[src/hw/rtl/gab_pkg.sv]
// Shared types, register indexes and arithmetic helpers for the glyph alpha blender.
// No dependencies; imported by all other files of the block.
package gab_pkg;

    localparam int GAB_MAX_CANVAS_SIDE = 512;

    localparam int CFG_IDX_W = 2;
    localparam logic [CFG_IDX_W-1:0] CFG_CANVAS_WIDTH  = 2'd0;
    localparam logic [CFG_IDX_W-1:0] CFG_CANVAS_HEIGHT = 2'd1;
    localparam logic [CFG_IDX_W-1:0] CFG_TEXT_COLOR    = 2'd2;

    localparam logic [9:0]  RST_CANVAS_WIDTH  = 10'd320;
    localparam logic [9:0]  RST_CANVAS_HEIGHT = 10'd240;
    localparam logic [15:0] RST_TEXT_COLOR    = 16'hFFFF;

    localparam logic [3:0] BPP_1 = 4'd1;
    localparam logic [3:0] BPP_2 = 4'd2;
    localparam logic [3:0] BPP_4 = 4'd4;
    localparam logic [3:0] BPP_8 = 4'd8;

    typedef struct packed {
        logic [11:0] glyph_origin_x;
        logic [11:0] glyph_origin_y;
        logic [7:0]  column;
        logic [7:0]  row;
        logic [7:0]  box_width;
        logic [7:0]  row_stride;
        logic [3:0]  bits_per_pixel;
        logic [7:0]  bitmap_byte;
        logic [15:0] background_pixel;
    } pix_t;

    typedef struct packed {
        logic [15:0] blended_pixel;
        logic        write_enable;
        logic [17:0] pixel_index;
        logic [16:0] sample_byte_offset;
    } res_t;

    // exact x / 255 for x below 16320, where the quotient fits six bits
    function automatic logic [5:0] div255(input logic [14:0] x);
        logic [15:0] t;
        t = 16'(x) + 16'd1 + 16'(x[14:8]);
        return t[13:8];
    endfunction

endpackage

[src/hw/rtl/glyph_alpha_blend_pixel.sv]
// Glyph pixel placer and RGB565 alpha blender, top level.
// Depends on gab_pkg and gab_blend.
// Registers in order: input, address, result; res_valid marks an item in the result register.
// One item per cycle while res_stall allows; address stage holds two 8x8 and one 10x10 multiply.
// Reset: pipeline empties, canvas returns to 320x240, text color to white.
module glyph_alpha_blend_pixel import gab_pkg::*;
#(
    parameter int MAX_CANVAS_SIDE = GAB_MAX_CANVAS_SIDE
)
(
    input  logic                 clk,
    input  logic                 rst_n,
    input  logic                 pix_valid,
    output logic                 pix_stall,
    input  pix_t                 pix,
    output logic                 res_valid,
    input  logic                 res_stall,
    output res_t                 res,
    input  logic                 cfg_valid,
    output logic                 cfg_ready,
    input  logic [CFG_IDX_W-1:0] cfg_index,
    input  logic [15:0]          cfg_data
);

    typedef struct packed {
        logic [7:0]  alpha;
        logic [16:0] offset;
        logic        on_canvas;
        logic [17:0] index;
        logic [15:0] bg;
    } stage_t;

    logic [9:0]  canvas_width_reg;
    logic [9:0]  canvas_height_reg;
    logic [15:0] text_color_reg;

    logic   s1_valid_reg;
    pix_t   s1_reg;
    logic   s2_valid_reg;
    stage_t s2_reg;
    stage_t s2_next;
    logic   res_valid_reg;
    res_t   res_reg;
    res_t   res_next;

    logic adv_res;
    logic adv_s2;
    logic adv_s1;

    logic [9:0]  cw;
    logic [9:0]  ch;
    logic        bpp_ok;
    logic [1:0]  lg;
    logic [15:0] stride_prod;
    logic [16:0] packed_sum;
    logic [19:0] bit_pos;
    logic [7:0]  shifted;
    logic [12:0] tx;
    logic [12:0] ty;
    logic [19:0] idx_full;
    logic [15:0] blended;

    assign cfg_ready = 1'b1;

    always_ff @(posedge clk or negedge rst_n)
    begin
        if (!rst_n)
        begin
            canvas_width_reg  <= RST_CANVAS_WIDTH;
            canvas_height_reg <= RST_CANVAS_HEIGHT;
            text_color_reg    <= RST_TEXT_COLOR;
        end
        else if (cfg_valid)
        begin
            unique case (cfg_index)
                CFG_CANVAS_WIDTH:  canvas_width_reg  <= cfg_data[9:0];
                CFG_CANVAS_HEIGHT: canvas_height_reg <= cfg_data[9:0];
                CFG_TEXT_COLOR:    text_color_reg    <= cfg_data;
                default:           ;
            endcase
        end
    end

    assign adv_res   = !res_valid_reg || !res_stall;
    assign adv_s2    = !s2_valid_reg || adv_res;
    assign adv_s1    = !s1_valid_reg || adv_s2;
    assign pix_stall = !adv_s1;

    always_comb
    begin
        cw = (32'(canvas_width_reg) > MAX_CANVAS_SIDE) ? 10'(MAX_CANVAS_SIDE)
                                                       : canvas_width_reg;
        ch = (32'(canvas_height_reg) > MAX_CANVAS_SIDE) ? 10'(MAX_CANVAS_SIDE)
                                                        : canvas_height_reg;

        bpp_ok = 1'b1;
        unique case (s1_reg.bits_per_pixel)
            BPP_1:   lg = 2'd0;
            BPP_2:   lg = 2'd1;
            BPP_4:   lg = 2'd2;
            BPP_8:   lg = 2'd3;
            default:
            begin
                lg     = 2'd0;
                bpp_ok = 1'b0;
            end
        endcase

        stride_prod = s1_reg.row * s1_reg.row_stride;
        packed_sum  = 17'(s1_reg.row * s1_reg.box_width) + 17'(s1_reg.column);
        if (s1_reg.row_stride != 8'd0)
            bit_pos = {1'b0, stride_prod, 3'b000} + (20'(s1_reg.column) << lg);
        else
            bit_pos = 20'(packed_sum) << lg;

        // sample is the top bpp bits once the in-byte offset is shifted out
        shifted = s1_reg.bitmap_byte << bit_pos[2:0];
        unique case (lg)
            2'd0: s2_next.alpha = {8{shifted[7]}};
            2'd1: s2_next.alpha = 8'(shifted[7:6] * 8'd85);
            2'd2: s2_next.alpha = 8'(shifted[7:4] * 8'd17);
            2'd3: s2_next.alpha = shifted;
            default: s2_next.alpha = 8'd0;
        endcase
        if (!bpp_ok)
            s2_next.alpha = 8'd0;
        s2_next.offset = bpp_ok ? bit_pos[19:3] : 17'd0;

        tx = {s1_reg.glyph_origin_x[11], s1_reg.glyph_origin_x} + {5'd0, s1_reg.column};
        ty = {s1_reg.glyph_origin_y[11], s1_reg.glyph_origin_y} + {5'd0, s1_reg.row};
        s2_next.on_canvas = !tx[12] && !ty[12] && (tx[11:0] < 12'(cw))
                            && (ty[11:0] < 12'(ch));
        idx_full = 20'(ty[9:0]) * 20'(cw) + 20'(tx[9:0]);
        s2_next.index = s2_next.on_canvas ? idx_full[17:0] : 18'd0;
        s2_next.bg    = s1_reg.background_pixel;
    end

    gab_blend u_blend
    (
        .alpha (s2_reg.alpha),
        .fg    (text_color_reg),
        .bg    (s2_reg.bg),
        .pixel (blended)
    );

    always_comb
    begin
        res_next.blended_pixel      = blended;
        res_next.write_enable       = s2_reg.on_canvas && (s2_reg.alpha != 8'd0);
        res_next.pixel_index        = s2_reg.index;
        res_next.sample_byte_offset = s2_reg.offset;
    end

    always_ff @(posedge clk or negedge rst_n)
    begin
        if (!rst_n)
        begin
            s1_valid_reg  <= 1'b0;
            s2_valid_reg  <= 1'b0;
            res_valid_reg <= 1'b0;
        end
        else
        begin
            if (adv_s1)
                s1_valid_reg <= pix_valid;
            if (adv_s2)
                s2_valid_reg <= s1_valid_reg;
            if (adv_res)
                res_valid_reg <= s2_valid_reg;
        end
    end

    always_ff @(posedge clk)
    begin
        if (adv_s1 && pix_valid)
            s1_reg <= pix;
        if (adv_s2 && s1_valid_reg)
            s2_reg <= s2_next;
        if (adv_res && s2_valid_reg)
            res_reg <= res_next;
    end

    assign res_valid = res_valid_reg;
    assign res       = res_reg;

endmodule

[src/hw/rtl/gab_blend.sv]
// RGB565 per-channel alpha blend with rounding.
// Depends on gab_pkg (div255).
module gab_blend import gab_pkg::*;
(
    input  logic [7:0]  alpha,
    input  logic [15:0] fg,
    input  logic [15:0] bg,
    output logic [15:0] pixel
);

    logic [7:0]  inv;
    logic [14:0] sum_r;
    logic [14:0] sum_g;
    logic [14:0] sum_b;
    logic [5:0]  q_r;
    logic [5:0]  q_g;
    logic [5:0]  q_b;

    always_comb
    begin
        inv   = 8'd255 - alpha;
        sum_r = 15'(fg[15:11] * alpha) + 15'(bg[15:11] * inv) + 15'd127;
        sum_g = 15'(fg[10:5] * alpha) + 15'(bg[10:5] * inv) + 15'd127;
        sum_b = 15'(fg[4:0] * alpha) + 15'(bg[4:0] * inv) + 15'd127;
        q_r   = div255(sum_r);
        q_g   = div255(sum_g);
        q_b   = div255(sum_b);
        pixel = {q_r[4:0], q_g, q_b[4:0]};
    end

endmodule

[config.mk]
export PLATFORM = sky130hd
export DESIGN_NAME = glyph_alpha_blend_pixel
export DESIGN_NICKNAME = d
export VERILOG_FILES = /design/src/hw/rtl/gab_pkg.sv /design/src/hw/rtl/glyph_alpha_blend_pixel.sv /design/src/hw/rtl/gab_blend.sv
export SDC_FILE = /design/constraint.sdc
export NUM_CORES = 1
export LEC_CHECK = 0
export BUFFER_PORTS_ARGS = -buffer_cell sky130_fd_sc_hd__buf_4
export CORE_MARGIN = 10
export CORE_UTILIZATION = 35
export CTS_BUF_LIST = sky130_fd_sc_hd__clkbuf_4 sky130_fd_sc_hd__clkbuf_8
export DETAILED_ROUTE_END_ITERATION = 16
export PLACE_DENSITY = 0.62
export RECOVER_POWER = 50
export SKIP_CTS_REPAIR_TIMING = 1
export SYNTH_ARGS = -nofsm -noshare
export SYNTH_HDL_FRONTEND = slang
export SYNTH_SLANG_ARGS = --single-unit
[constraint.sdc]
create_clock -name clk -period 8.76 [get_ports clk]
set_input_delay 0.876 -clock clk [delete_from_list [all_inputs] [get_ports clk]]
set_output_delay 0.876 -clock clk [all_outputs]
set_load 0.02 [all_outputs]
* Yosys cells after proc, flatten, opt, wreduce, memory -nomap -nowiden *
Index checks and enable logic that the tools add are counted.

word-level totals
  register bits after elaboration = 235
  bits in latches = 0
  RAM bits = 0
  memory bits (read-only) = 0
  input port bits = 107
  output and inout port bits = 55
  memories = 0

operators by class
  add/sub/neg operators = 18
  $mul = 11
  divide/modulo/power cells = 0
  magnitude comparators = 4
  equality and inequality tests = 9
  shifts and indexed selects = 3
  muxes and demuxes = 6
  bitwise logic cells = 0
  reductions and logical operators = 25

operator list
  kind                     count
  $mul A5 B8 Y13           4
  $mul A8 B8 Y16           2
  $pmux W8 S4              1
  $add A14 B7 Y15 const B  2
  $add A13 B13 Y14         2
  $mul A6 B8 Y14           2
  $add A12 B9 Y13          2
  $add A13 B1 Y13 const B  2
  $add A13 B7 Y13          2
  $lt A12 B10 Y1           2
  $add A19 B20 Y20         1
  $gt A10 B10 Y1 const B   2
  $mux W10                 2
  $mux W20                 1
  $shl A17 B2 Y20          1
  $shl A8 B2 Y20           1
  $add A18 B10 Y18         1
  $mul A10 B10 Y18         1
  $add A16 B8 Y17          1
  $reduce_bool A8 Y1       2
  $add A14 B14 Y15         1
  $add A15 B7 Y15 const B  1
  $add A14 B1 Y14 const B  1
  $add A14 B7 Y14          1
  18 further kinds         38

* Longest topological paths before layout *
Gate-level depths: netlist (run 1).

  depth in word-level cells = 8
  mapped depth = 28

* By module *
Synthesis (run 1) repeated with hierarchy kept, for this count alone.

second synthesis, totals
  cells, all modules = 2783
  area, all modules = 27890.5 um2

by module, submodules not included
  module                   instances  cells each  area an instance (um2)
  glyph_alpha_blend_pixel  1          1658        18101.1
  gab_blend                1          1125        9789.4

* Worst setup path before layout (run 1) *
No wires, ideal clock.

  path type = flip-flop to flip-flop
  start = register text_color_reg[13]
  end = register res_reg (netlist bit res[51]), data pin
  library setup time = 260 ps
  arrival = 6863 ps
  required time = 8500 ps
  setup slack = 1636 ps
  cell stages (with the launch flop) = 26
  buffers on the path = 1
  clock period less this slack = 7124 ps
  path through = dfstp_2 -> buf_1 -> nand2_1 -> fa_1 -> inv_1 -> fa_1 -> fa_1 -> fa_1 -> inv_1 -> fa_1 -> inv_1 -> ha_1 -> o21a_1 -> a2111oi_0 -> a211oi_2 -> o21a_1 -> nor2_1 -> ha_1 -> nor3_1 -> mux2i_1 -> o221ai_1 -> maj3_1 -> maj3_2 -> a211oi_2 -> nand4_1 -> xnor2_1

between the ends
  longest elaborated chain between the ends = 5

RTL lines
  item                    RTL line                        RTL
  start, declared         glyph_alpha_blend_pixel.sv:35   logic [15:0] text_color_reg;
  start signal, assigned  glyph_alpha_blend_pixel.sv:78   CFG_TEXT_COLOR: text_color_reg <= cfg_data;
  $mul A5 B8 Y13 *        gab_blend.sv:22                 sum_r = 15'(fg[15:11] * alpha) + 15'(bg[15:11] * inv) + 15'd127;
  $add A13 B13 Y14 *      gab_blend.sv:22
  $add A14 B7 Y15 *       gab_blend.sv:22
  $add A13 B1 Y13         gab_pkg.sv:43                   t = 16'(x) + 16'd1 + 16'(x[14:8]);
  $add A13 B7 Y13 *       gab_pkg.sv:43
  via blended[15]         glyph_alpha_blend_pixel.sv:61   logic [15:0] blended;
  end signal, assigned    glyph_alpha_blend_pixel.sv:180  res_reg <= res_next;
  end, declared           glyph_alpha_blend_pixel.sv:43   res_t res_reg;

The timed path passes the listed nets; every way through them passes the cells marked *.
A chain may end at the register's enable or synchronous reset.

* Worst setup path in the final report (run 1) *
  start = register s2_reg[54] (netlist bit)
  end = register res_reg (netlist bit res[51]), data pin

between the ends
  longest elaborated chain between the ends = 6

RTL lines
  item                    RTL line                        RTL
  start, declared         glyph_alpha_blend_pixel.sv:40   stage_t s2_reg;
  start signal, assigned  glyph_alpha_blend_pixel.sv:178  s2_reg <= s2_next;
  $sub A8 B8 Y8           gab_blend.sv:21                 inv = 8'd255 - alpha;
  $mul A5 B8 Y13          gab_blend.sv:22
  $add A13 B13 Y14 *      gab_blend.sv:22
  $add A14 B7 Y15 *       gab_blend.sv:22
  $add A13 B1 Y13         gab_pkg.sv:43
  $add A13 B7 Y13 *       gab_pkg.sv:43
  via blended[15]         glyph_alpha_blend_pixel.sv:61

Marks and branches as above.

==> out/summary.txt, run 1 <==
Register Area = 0.00689 sq mm
share of the yosys chip area belonging to registers = 0.246
Slew Viols, Final = 154
starting utilization of the core area = 0.354
final number of setup-violating endpoints = 0
synth-to-layout area growth = 11.7%
area of the mapped netlist = 0.0280 sq mm
fin nets = 3699
Horiz. Die Dim = 303 microns
yosys synthesis warning count = 0
FP Rows = 103
Critical Path AT = 7.97 ns
biggest area consumer among synthesized cells = fa_1
min-delay src = pix[49]
first drt pass iteration count = 5
worst relative slew slack = -1.49
kind of critical path = flip-flop to flip-flop
Post-Route Skew = 0.0657 ns
source of the worst register-to-register timing path = s2_reg[54]
Distinct cells, synth = 88
initial antenna violation count = 6
Core Area = 0.0791 sq mm
TritonCTS Sinks = 235
via count = 19500
area of the die = 0.0916 sq mm
number of enable flip-flop cells after synthesis = 196
top-area cell type share of the netlist area = 0.249
multi-input combinational cell area = 0.0188 sq mm
buffer cell driving the clock tree root = clkbuf_8
Total Neg Setup Slack = 0 ns
flip-flop count of the largest register after layout = 84
required time at the worst-slack endpoint = 9.15 ns
vias in the first global route = 20200
actual slew at the worst max-slew pin = 3.74 ns
share of cells above drive strength 1 = 0.109
peak fanout along the critical path = 17
commonest register cell after synthesis = edfxtp_1
ratio of final minimum period to clock period = 0.865
commonest cells in the netlist = inv_1 (521), fa_1 (348), ha_1 (295), nand2_1 (258), edfxtp_1 (196)
worst skew pair latency = 0.68 ns
violations in the final reports = max-capacitance violations, max-slew violations
vias per std cell = 4.84
maximum number of buffers from clock root to sink = 3
Overall Global Routing Usage = 0.150
Routed Wire Length = 67.3 mm
height of the chip = 303 microns
weighted congestion reported at the end of routability-driven placement = 0.852
Clock transition at path regs = 0.06 ns
synthesized instance count = 2811
share of async-settable or async-resettable flops after synthesis = 0.166
count of max-cap constraint violations = 4
FMAX = 0.132 GHz
remaining global-route overflow = 0
Critical Path Start Type = flip-flop
DRC Markers = 0
Detailed Route Iter0 Violations = 1059
global-route wire length before repair = 110 mm
time the worst path needs with I/O delays and setup = 7.58 ns
Synthesized Nets = 3561
I/O pin total = 162
source of the critical timing path = s2_reg[54]
critical path capture point type = flip-flop
outcome = finished with violations
Detail Placement HPWL = 53.2 mm
Tightest Hold Check Type = input port to flip-flop
Routed Antenna Nets = 0
most instantiated library cell after synthesis = inv_1
mean post-synth cell area = 9.95 sq um
Post-Route Utilization = 0.395
cts bufs inserted = 44
Fillers = 7923
Hold Fails Final Rpt = 0
number of register bits inferred by synthesis = 235
Max H-tree Level = 2
pin count of the biggest net entering global routing = 61
average detailed-routed wire length per instance = 16.7 microns
biggest area contributors in the synthesized netlist = fa_1 (25%), edfxtp_1 (21%), ha_1 (13%), inv_1 (7.0%), and2_1 (3.6%)
setup repair after global routing missed its margin = no
PortBufs = 160
CTS tree = built
worst max-delay path: stages, from the launching register on:
cell	delay, ns
edfxtp_1	0.74
buf_4	0.32
nand2_1	0.09
fa_1	0.48
fa_1	0.51
inv_1	0.05
fa_1	0.49
fa_1	0.49
inv_1	0.05
fa_1	0.47
inv_1	0.04
ha_1	0.34
o21a_1	0.15
a2111oi_0	0.53
a211oi_2	0.13
o21a_1	0.21
nor2_1	0.29
ha_1	0.26
nor3_1	0.07
mux2i_1	0.14
o221ai_1	0.13
maj3_1	0.38
maj3_2	0.33
a211oi_2	0.33
nand4_1	0.16
xnor2_1	0.16
final timing paths:
| kind | slack (ns) | to | cells after the start |
|---|---|---|---|
| max | 1.18 | res[51] | 25 |
| min reg2reg | 0.40 | s2_reg[1] | 0 |
| max reg2reg | 1.18 | res[51] | 25 |
| max in group asynchronous | 6.21 | canvas_width_reg[1] | 1 |
| min in group asynchronous | 1.03 | canvas_width_reg[4] | 1 |
| min | 0.39 | s1_reg[49] | 1 |
cell families (layout without fill, tap and decap cells):
group                    count (synthesis)  in the layout  share of synthesized area
AND/OR/NAND/NOR                        817            817                      0.149
adder cells (fa/ha/maj)                648            648                      0.383
buffers and inverters                  612            786                     0.0829
AO/OA/AOI/OAI                          326            326                     0.0802
flip-flops                             235            235                      0.246
XOR/XNOR                               111            111                     0.0347
multiplexers                            61             61                     0.0239
other                                    1              3                   0.000134
layout make-up:
class,count,area share
multi-input combinational,1964,0.601
timing repair buffer,183,0.0412
inverter,521,0.0626
antenna,2,0.000160
sequential,235,0.220
tap,1050,0.0420
clock buffer,59,0.0240
clock inverter,23,0.00857
metrics by stage:
step	hold WS, ns	std cells	instance area [sq um]	setup WS [ns]
after global placement	0.403	3953	30300	1.21
after global routing	0.344	4036	31300	0.637
after floorplan	0.400	2811	28000	1.64
after CTS	0.187	4035	31300	1.16
final	0.385	4037	31300	1.18
after detailed placement	0.405	3953	30300	1.15
per-layer routing:
layer | routed length, microns | up-vias | track usage
li1 | - | 9365 | -
met1 | 30600 | 9693 | 0.203
met2 | 31800 | 409 | 0.247
met3 | 3450 | 69 | 0.0249
met4 | 1470 | 0 | 0.0381
met5 | 0 | - | 0
placed cells by master, fill, tap and decap left out, types with 28 or more instances in the layout:
cell type	synthesis	layout
a211oi_1	31	31
a21o_1	38	38
a21oi_1	78	78
and2_1	159	157
buf_4	2	96
clkbuf_4	0	74
clkbuf_8	0	49
edfxtp_1	196	196
fa_1	348	348
ha_1	295	295
inv_1	521	521
mux2_2	37	37
nand2_1	258	258
nand2b_1	73	73
nand3_1	28	28
nor2_1	107	107
nor2b_1	95	95
nor3_1	36	35
o21ai_0	55	55
xnor2_1	78	78
xor2_1	33	33
Power of run 1 is left out: the tool's default activity adds up to more than one toggle a clock period on the data nets, which glitch-free logic cannot reach.
==> inputs of run 2 (changes only) <==
Settings changed: ABC_AREA from default to 1, GPL_TIMING_DRIVEN from default to 0.
==> run 2 against run 1 <==
Compared with the run above: critical endpoint is now res[45]; the run still ends with max-capacitance violations, max-slew violations left; count of clock-buffer cells in the layout is the same; cell count grew 22%; synthesized cell count grew 28%; non-clock buffer count grew 77.
==> out/summary.txt, run 2 <==
outcome = finished with violations
violations in the final reports = max-capacitance violations, max-slew violations
FP Rows = 106 (+2.9%)
final number of setup-violating endpoints = 0 (unchanged)
Detail Placement HPWL = 62.7 mm (+18%)
setup repair after global routing missed its margin = no
area of the die = 0.0958 sq mm (+4.5%)
buffer cell driving the clock tree root = clkbuf_8
family with the most delay on the worst path = adder cells
yosys synthesis warning count = 0 (unchanged)
Register Area = 0.00689 sq mm (unchanged)
Horiz. Die Dim = 309 microns (+2.2%)
worst relative slew slack = -0.577 (+0.914)
starting utilization of the core area = 0.352 (-0.00200)
Total Neg Setup Slack = 0 ns (unchanged)
CTS tree = built
PortBufs = 160 (unchanged)
Hold Fails Final Rpt = 0 (unchanged)
worst reg2reg endpoint = res[45]
Worst path depth = 26 (+4.0%)
most common cell after layout, fill and taps aside = inv_1
number of register bits inferred by synthesis = 235 (unchanged)
share of cells above drive strength 1 = 0.0803 (-0.0286)
Max H-tree Level = 2 (unchanged)
ratio of final minimum period to clock period = 0.833 (-0.0320)
vias in the first global route = 23500 (+17%)
share of async-settable or async-resettable flops after synthesis = 0.166 (unchanged)
Tightest Hold Check Type = flip-flop to flip-flop
critical path capture point type = flip-flop
kind of critical path = flip-flop to flip-flop
actual slew at the worst max-slew pin = 2.37 ns (-1.37 ns)
reg2reg setup slack = 1.46 ns (+0.28 ns)
initial antenna violation count = 1 (-5)
Overall Global Routing Usage = 0.162 (+0.0113)
most frequent cells in the layout = inv_1 (888), nand2_1 (871), fa_1 (348)
count of max-cap constraint violations = 3 (-1)
TritonCTS Sinks = 235 (unchanged)
FMAX = 0.137 GHz (+3.8%)
average detailed-routed wire length per instance = 15.3 microns (-7.9%)
post-layout worst setup margin = 1.46 ns (+0.280 ns)
commonest register cell after synthesis = edfxtp_1
critical path buffer and inverter count = 6 (+2)
I/O pin total = 162 (unchanged)
top-area cell type share of the netlist area = 0.238 (-0.0115)
fin nets = 4564 (+23%)
Core Area = 0.0834 sq mm (+5.4%)
CP most frequent cell = fa_1
Post-Route Skew = 0.0496 ns (-0.0161 ns)
Critical Path AT = 7.64 ns (-0.33 ns)
Detailed Route Iter0 Violations = 1543 (+46%)
mean post-synth cell area = 8.14 sq um (-18%)
required time at the worst-slack endpoint = 9.10 ns (-0.05 ns)
biggest area contributors in the synthesized netlist = fa_1 (24%), edfxtp_1 (20%), ha_1 (13%), inv_1 (11%), nand2_1 (11%)
pin count of the biggest net entering global routing = 61 (unchanged)
Critical Path Start Type = flip-flop
synthesized instance count = 3601 (+28%)
number of cells on the worst reg-to-reg path = 26 (+4.0%)
time the worst path needs with I/O delays and setup = 7.30 ns (-0.280 ns)
Fillers = 8459 (+6.8%)
multi-input combinational cell area = 0.0186 sq mm (-0.79%)
first drt pass iteration count = 6 (+1)
DRC Markers = 0 (unchanged)
end of the critical path = res[45]
cell with the largest stage delay on the worst path = edfxtp_1
share of the yosys chip area belonging to registers = 0.235 (-0.0113)
Slew Viols, Final = 74 (-52%)
source of the worst register-to-register timing path = s2_reg[52]
Distinct cells, synth = 57 (-35%)
biggest area consumer among synthesized cells = fa_1
most instantiated library cell after synthesis = inv_1
vias per std cell = 4.69 (-3.1%)
source of the critical timing path = s2_reg[52]
Setup Slack @ Placement = 1.40 ns (+0.258 ns)
Routed Wire Length = 75.7 mm (+12%)
Synthesized Nets = 4351 (+22%)
Routed Antenna Nets = 0 (unchanged)
cts bufs inserted = 46 (+4.5%)
peak fanout along the critical path = 10 (-7)
synth-to-layout area growth = 12.1%
Clock transition at path regs = 0.06 ns (about the same)
area of the mapped netlist = 0.0293 sq mm (+4.8%)
height of the chip = 309 microns (+2.2%)
number of enable flip-flop cells after synthesis = 196 (unchanged)
delay of the slowest cell on the worst path = 0.62 ns (-0.12 ns)
worst skew pair latency = 0.64 ns (-0.04 ns)
weighted congestion reported at the end of routability-driven placement = 0.907 (+6.3%)
maximum number of buffers from clock root to sink = 3 (unchanged)
remaining global-route overflow = 0 (unchanged)
via count = 23100 (+18%)
flip-flop count of the largest register after layout = 84 (unchanged)
commonest cells in the netlist = inv_1 (889), nand2_1 (871), fa_1 (348), ha_1 (295), nor2_1 (229)
global-route wire length before repair = 124 mm (+13%)
-- run 2: changes by cell type in the layout (fill, tap and decap cells not counted), sizes merged, moves of 42 or more --
cell    before  now
nand2b      73    0
nand3       29  167
nand4        2   48
xnor2       78   21
nor2b       95    0
clkbuf     146  218
nor2       108  239
o21ai       56   98
nand2      258  879
inv        524  892
and2       159    1
-- run 2: final cells by class --
| cell class | instances | share of cell area |
|---|---|---|
| Sequential cell | 235 | 0.210 |
| Clock inverter | 24 | 0.00792 |
| Clock buffer | 59 | 0.0228 |
| Tap cell | 1080 | 0.0411 |
| Timing Repair Buffer | 165 | 0.0360 |
| Buffer | 95 | 0.0131 |
| Multi-Input combinational cell | 2375 | 0.567 |
| Inverter | 896 | 0.103 |
| Antenna cell | 1 | 0.0000761 |
-- run 2: cell families after synthesis --
family,count (synthesis),synth area share
compound gates,256,0.0486
xor+xnor,69,0.0206
fa+ha+maj,643,0.363
buf+inv,991,0.130
flops,235,0.235
mux,7,0.00264
other cells,1,0.000128
simple gates,1399,0.200
-- run 2: stage by stage --
| step | hold slack (ns) | utilization | cells | instance area, sq um |
|---|---|---|---|---|
| after detailed placement | 0.405 | 0.384 | 4846 | 32000 |
| after global placement | 0.403 | 0.382 | 4841 | 31900 |
| after floorplan | 0.400 | - | 3601 | 29300 |
| after CTS | 0.179 | 0.396 | 4929 | 33000 |
| final | 0.390 | 0.394 | 4930 | 32900 |
| after global routing | 0.361 | 0.394 | 4930 | 32900 |
-- run 2: how the worst min path moves through the flow --
stage                             from                   end  slack [ns]  cells after the start
after floorplan            res_next[0]                res[0]        0.40                      0
after global placement     res_next[1]                res[1]        0.40                      0
after detailed placement  res_next[13]               res[13]        0.40                      0
after CTS                        rst_n  canvas_height_reg[3]        0.18                      1
after global routing           pix[14]            s1_reg[14]        0.36                      1
final                     res_next[18]               res[18]        0.39                      0
-- run 2: routing by layer --
metal / track usage / share of wire
met1: 0.215 / 0.45
met2: 0.270 / 0.47
met3: 0.0267 / 0.054
met4: 0.0403 / 0.024
met5: 0 / 0
Power of run 2 is left out for the same reason.
